**config.mk**
```make
export PLATFORM = sky130hd
export DESIGN_NAME = lvf_divu
export DESIGN_NICKNAME = d
export VERILOG_FILES = /design/src/rtl/core/lvf_divu.sv
export SDC_FILE = /design/constraint.sdc
export NUM_CORES = 2
export LEC_CHECK = 0
export BUFFER_PORTS_ARGS = -buffer_cell sky130_fd_sc_hd__clkbuf_2
export CORE_UTILIZATION = 46
export DETAILED_ROUTE_END_ITERATION = 6
export PLACE_DENSITY = 0.7
export SYNTH_ARGS = -nofsm -noshare
export SYNTH_HDL_FRONTEND = slang
export SYNTH_SLANG_ARGS = --single-unit
```
**constraint.sdc**
```tcl
create_clock -name clk -period 4.6 [get_ports clk]
set_clock_uncertainty 0.1 [all_clocks]
set_input_delay 0.92 -clock clk [delete_from_list [all_inputs] [get_ports clk]]
set_output_delay 0.92 -clock clk [all_outputs]
set_load 0.01 [all_outputs]
```
**src/rtl/core/lvf_divu.sv**
```systemverilog
`timescale 1ns / 1ps

// Pipelined unsigned restoring divider, one quotient bit per stage.
// It accepts one operand pair per cycle when adv is high.
module lvf_divu #(
  parameter int W = 26,
  parameter int DW = 13
) (
  input  logic          clk,
  input  logic          adv,
  input  logic [W-1:0]  num,
  input  logic [DW-1:0] den,
  output logic [W-1:0]  quo
);

  logic [W-1:0]  rem_q [W];
  logic [W-1:0]  num_q [W];
  logic [W-1:0]  quo_q [W];
  logic [DW-1:0] den_q [W];

  // Each stage brings down one numerator bit and tries a subtract.
  for (genvar s = 0; s < W; s++) begin : g_stage
    logic [W-1:0] rem_in;
    logic [W-1:0] num_in;
    logic [W-1:0] quo_in;
    logic [DW-1:0] den_in;
    logic [W:0]   trial;
    logic         fits;
    if (s == 0) begin : g_first
      assign rem_in = '0;
      assign num_in = num;
      assign quo_in = '0;
      assign den_in = den;
    end else begin : g_next
      assign rem_in = rem_q[s-1];
      assign num_in = num_q[s-1];
      assign quo_in = quo_q[s-1];
      assign den_in = den_q[s-1];
    end
    assign trial = {rem_in, num_in[W-1]};
    assign fits  = trial >= {{(W+1-DW){1'b0}}, den_in};
    always_ff @(posedge clk) begin
      if (adv) begin
        rem_q[s] <= fits ? W'(trial - {{(W+1-DW){1'b0}}, den_in}) : W'(trial);
        num_q[s] <= {num_in[W-2:0], 1'b0};
        quo_q[s] <= {quo_in[W-2:0], fits};
        den_q[s] <= den_in;
      end
    end
  end

  assign quo = quo_q[W-1];

endmodule

```
# ---- Word level (Yosys, flattened, before mapping)
# Memories as Yosys holds them, arrays and structs flattened.
# Cells that the tools add are included.
# Widths: inputs -> output; s select.
dict set report word_totals {
  elab_cells 84
  out_inout_bits 26
  ramBits 2340
  ff_bits 0
  inputBits 41
  memories 4
}
dict set report op_classes {
  n_lt_le_gt_ge 26
  n_mux 28
  n_addsub 26
}
# memory depth word_bits rd rd_ports_with_merged_regs wr line
set memory_table {}
lappend memory_table {quo_q 26 26 26 0 26 18} ;# logic [W-1:0] quo_q [W];
lappend memory_table {rem_q 26 26 25 0 26 16} ;# logic [W-1:0] rem_q [W];
lappend memory_table {num_q 26 25 25 0 26 17} ;# logic [W-1:0] num_q [W];
lappend memory_table {den_q 26 13 25 0 26 19} ;# logic [DW-1:0] den_q [W];
# op count
set op_table {}
lappend op_table {{$mux 26} 26}
lappend op_table {{$ge 27x13->1} 25}
lappend op_table {{$sub 26x13->26} 25}
lappend op_table {{$sub 1x13->14} 1}
lappend op_table {{$ge 1x13->1} 1}
lappend op_table {{$mux 1} 2}

# ---- Depth between registers and ports, before layout
# An unclocked memory read counts as a cell.
dict set report depth {
  depth_word 3
  mapped_depth 13
  mapped_depth_nobuf 12
}

# ---- Worst setup path before layout
# OpenSTA, ideal clock, no wires.
dict set report synth_timing {
  kind {register to register}
  from {memory rem_q[6][13] (netlist: rem_q[0][169])}
  to {memory rem_q[7][1] (netlist: rem_q[0][183]) (data pin)}
  arrival_time_ns 3.258
  setup_ns 0.260
  synth_period_minus_slack_ns 3.618
  path_buffers 2
  t_required_ns 4.240
  setup_slack_ns 0.982
  stages_incl_launch_ff 10
  cell_sequence {edfxtp_1 > or4_4 > or3_1 > buf_2 > or3_1 > or3_1 > or4_4 > a21oi_4 > buf_6 > mux2_2}
}
# item line
set synth_lines {}
lappend synth_lines {{start: declaration} 16}

==> results <==
- The peak clock frequency supported by timing is approximately 250 MHz.
- The post-synthesis to final-layout area growth is 12.26%.
- The via count is around 43000.
- In the final timing run, aggregate negative setup slack is 0 ns.
- The number of global-route vias before repair is roughly 42000.
- The final routed wire length divided by cell count is 16.83 um.
- At the later pin of the worst-skew pair, clock insertion delay measures 0.82 ns.
- Setup repair after global routing left no endpoint under its margin.
- The floorplan step defined a die boundary enclosing between 150000 and 200000 um2.
- The synthesized design contains 1639 enable-type register cells.
- The final count of hold timing violations came to 0.
- The flow ran to the end, and the final reports show no timing, DRC or antenna violations.
- The worst supply voltage drop on vdd is 0.4142 mV.
- Once layout is complete, the utilization of the core stands at 0.5220.
- The routed design has 136000 um of wire.
- The initial antenna violation count is 0.
- For this design, the sink count on the clock tree is 1639.
- The post-route antenna net violation count is 0.
- The first detailed-routing pass took 5 iterations.
- The remaining global-route overflow is 0.
- The max-slew violation count is 0.
- The leading area contributor after synthesis is sky130_fd_sc_hd__edfxtp_1.
- The synthesized netlist net count is 5962.
- Entering global routing, the biggest net connects around 160 pins.
- In the finished design, the share of the clock period the worst path needs comes to 0.8709.
- The tightest min-delay check is of the input pin to register type.
- The post-synthesis async set-or-reset flop share is 0.
- From bottom edge to top edge, the die measures 405.3 um.
- After clock tree synthesis, the setup repair step added 0 buffers.
- A synthesized cell averages approximately 13 um2.
- The post-synthesis instance area is roughly 75000 um2.
- The most common flop cell mapped by yosys is sky130_fd_sc_hd__edfxtp_1.
- The number of cells upsized or downsized after cts is 0.
- The tree is rooted in a sky130_fd_sc_hd__clkbuf_16.
- The count of buffers inserted at the top-level ports is 66.
- The floorplan step set the die width to 405.3 um.
- The number of remaining DRC errors is 0.
- In this run, the number of DRC markers left after iteration 0 of detailed routing was roughly 3200.
- The synthesized netlist contains 82 unique library cells.
- The final weighted congestion of routability-driven global placement is ~0.91.
- The hold-fix buffer count after cts is 0.
- The relative max-transition margin is 0.1723.
- The cell count after synthesis is 5570.
- By area the synthesized netlist is led by sky130_fd_sc_hd__edfxtp_1, sky130_fd_sc_hd__ha_1, sky130_fd_sc_hd__xor2_1, sky130_fd_sc_hd__xnor2_1, sky130_fd_sc_hd__a21oi_1.
- The HPWL after detailed placement is 94740 um.
- The power density over the cells is between 500 and 600 nW/um2.
- The clock transition at the registers of the reported paths is 0.06 ns.
- The commonest non-fill, non-tap cell in the layout is sky130_fd_sc_hd__edfxtp_1.
- In the layout the commonest cells are sky130_fd_sc_hd__edfxtp_1, sky130_fd_sc_hd__inv_1, sky130_fd_sc_hd__nor2_1.
- The share of post-route cells with drive strength above 1 is 0.08751.
- CTS built an H-tree with a depth of 4.
- The global routing usage summed across all routing layers is 0.1655.
- The worst setup path is launched from a register.
- The critical setup path kind is register to register.
- The core region area is 160900 um2.
- The share of synthesized area in the top cell type comes to 0.6577.
- The initial cell density of the core is 0.4650.
- The portion of the post-synthesis area used by sequential elements is 0.6577.
- The clock period could shrink to 4.006 ns.
- The count of standard-cell rows is 147.
- In this run the static leakage power is 0.03082 uW.
- The data required time of the critical path is 5.06 ns.
- Pin placement for this block handled 67 I/O pins.
- The average vias per placed instance is 5.367.
- The number of fill cells in the layout is ~13000.
- At the pin with the least slew margin, the transition time is roughly 1.2 ns.
- In the final design database the tool counted 6166 nets.
- The synthesis warning total is 0.
- Buffers inserted during clock tree synthesis total approximately 180.
- The longest clock path from root to sink contains 3 buffers.
- The largest fanout of any net on the critical path is 22.
- STA puts the critical path data arrival time at around 4.5 ns.
- The number of antenna cells inserted is 0.
- The CTS tree is built.
- The first-pass GRT wire length is around 220000 um.
- Setup violations remaining at the end of the flow were counted as 0.
- The number of maximum-capacitance constraint violations is 0.
- The worst setup path is captured at a register.
- After synthesis the netlist holds a flip-flop and latch count of 1639.
-- cell usage after synthesis (11+ instances only) --
library cell,n
sky130_fd_sc_hd__a2111oi_0,11
sky130_fd_sc_hd__or3_1,54
sky130_fd_sc_hd__nand4_1,60
sky130_fd_sc_hd__o21bai_1,30
sky130_fd_sc_hd__clkbuf_1,82
sky130_fd_sc_hd__nand2_1,299
sky130_fd_sc_hd__nor3_1,141
sky130_fd_sc_hd__o2111ai_1,17
sky130_fd_sc_hd__nor4_1,112
sky130_fd_sc_hd__and3_1,11
sky130_fd_sc_hd__o31ai_1,35
sky130_fd_sc_hd__a211o_1,14
sky130_fd_sc_hd__ha_1,327
sky130_fd_sc_hd__o21a_1,61
sky130_fd_sc_hd__a21oi_1,325
sky130_fd_sc_hd__xor2_1,259
sky130_fd_sc_hd__or2_2,29
sky130_fd_sc_hd__nor3b_1,15
sky130_fd_sc_hd__fa_1,24
sky130_fd_sc_hd__o21ai_0,219
sky130_fd_sc_hd__a21boi_0,12
sky130_fd_sc_hd__a211oi_1,39
sky130_fd_sc_hd__nand3b_1,15
sky130_fd_sc_hd__mux2_2,81
sky130_fd_sc_hd__o31a_1,14
sky130_fd_sc_hd__nor2b_1,37
sky130_fd_sc_hd__and2_1,14
sky130_fd_sc_hd__nor2_1,410
sky130_fd_sc_hd__a31oi_1,18
sky130_fd_sc_hd__nand2b_1,66
sky130_fd_sc_hd__xnor2_1,250
sky130_fd_sc_hd__inv_1,432
sky130_fd_sc_hd__o211ai_1,25
sky130_fd_sc_hd__edfxtp_1,1639
sky130_fd_sc_hd__nand3_1,105
sky130_fd_sc_hd__nand4b_1,15
sky130_fd_sc_hd__or4_1,44
sky130_fd_sc_hd__a21o_1,99
-- where the power goes --
part | internal, uW | total [uW] | switching, uW
logic | 4700 | 10800 | 6150
clock network | 8320 | 14200 | 5850
registers | 19500 | 21100 | 1570
total | 32600 | 46100 | 13600
-- flip-flops by register name (all words and copies together), names as in the netlist --
| name | count |
|---|---|
| den_q | 325 |
| num_q | 325 |
| quo_q | 351 |
| rem_q | 638 |
-- path summary, 6_finish.rpt --
check	start	to	slack, ns	depth (start not counted)
worst max register to register	rem_q[0][169]$_DFFE_PP_	rem_q[0][183]$_DFFE_PP_	0.59	7
worst min-delay path	num[19]	num_q[0][19]$_DFFE_PP_	0.18	1
worst min register to register	num_q[0][120]$_DFFE_PP_	num_q[0][146]$_DFFE_PP_	0.30	0
worst max-delay path	rem_q[0][169]$_DFFE_PP_	rem_q[0][183]$_DFFE_PP_	0.59	7
-- cell type report --
cell class                 count  area [um2]  share of cell area
tap                         2160        2703             0.03217
clock buffer                 209        4528             0.05390
multi-input combinational   3409       23710              0.2822
inverter                     434        1629             0.01939
clock inverter               113        1309             0.01558
sequential                  1639       49220              0.5859
timing repair buffer         115       913.4             0.01087
-- logic make-up after synthesis --
logic type	count (synthesis)	synth area share
DFF	1639	0.6577
and+or+nand+nor	1454	0.09671
AOI/OAI and AO/OA	1007	0.08546
buffers and inverters	522	0.02633
xor gates and xnor gates	509	0.05957
adders and majority gates	351	0.06110
muxes	88	0.01313
-- through the flow --
step / cells / power, uW / hold slack [ns] / setup WS (ns) / instance area, um2
finish: 8079 / 46130 / 0.1809 / 0.5941 / 84010
detailed placement: 7757 / 32170 / 0.3045 / 0.5955 / 78170
global placement: 7757 / 31850 / 0.3004 / 0.6221 / 78170
global route: 8079 / 48590 / 0.1295 / 0.2416 / 84010
floorplan: 5570 / 29090 / 0.3003 / 0.9823 / 74830
CTS: 8079 / 46570 / 0.08660 / 0.5811 / 84010
-- layer usage --
metal	GRT usage	part of all wire
met5	0	0
met4	0.06326	0.031
met3	0.02706	0.043
met2	0.2838	0.50
met1	0.2096	0.43
-- worst max-delay path, stage by stage, from the launching register on --
cell and delay [ns]:
sky130_fd_sc_hd__edfxtp_1 0.43, sky130_fd_sc_hd__or4_4 0.59, sky130_fd_sc_hd__or3_1 0.45, sky130_fd_sc_hd__or3_1 0.40, sky130_fd_sc_hd__or3_1 0.38, sky130_fd_sc_hd__or4_4 0.51
sky130_fd_sc_hd__a21oi_4 0.48, sky130_fd_sc_hd__mux2_2 0.40
(Power assumes the default switching activity.)
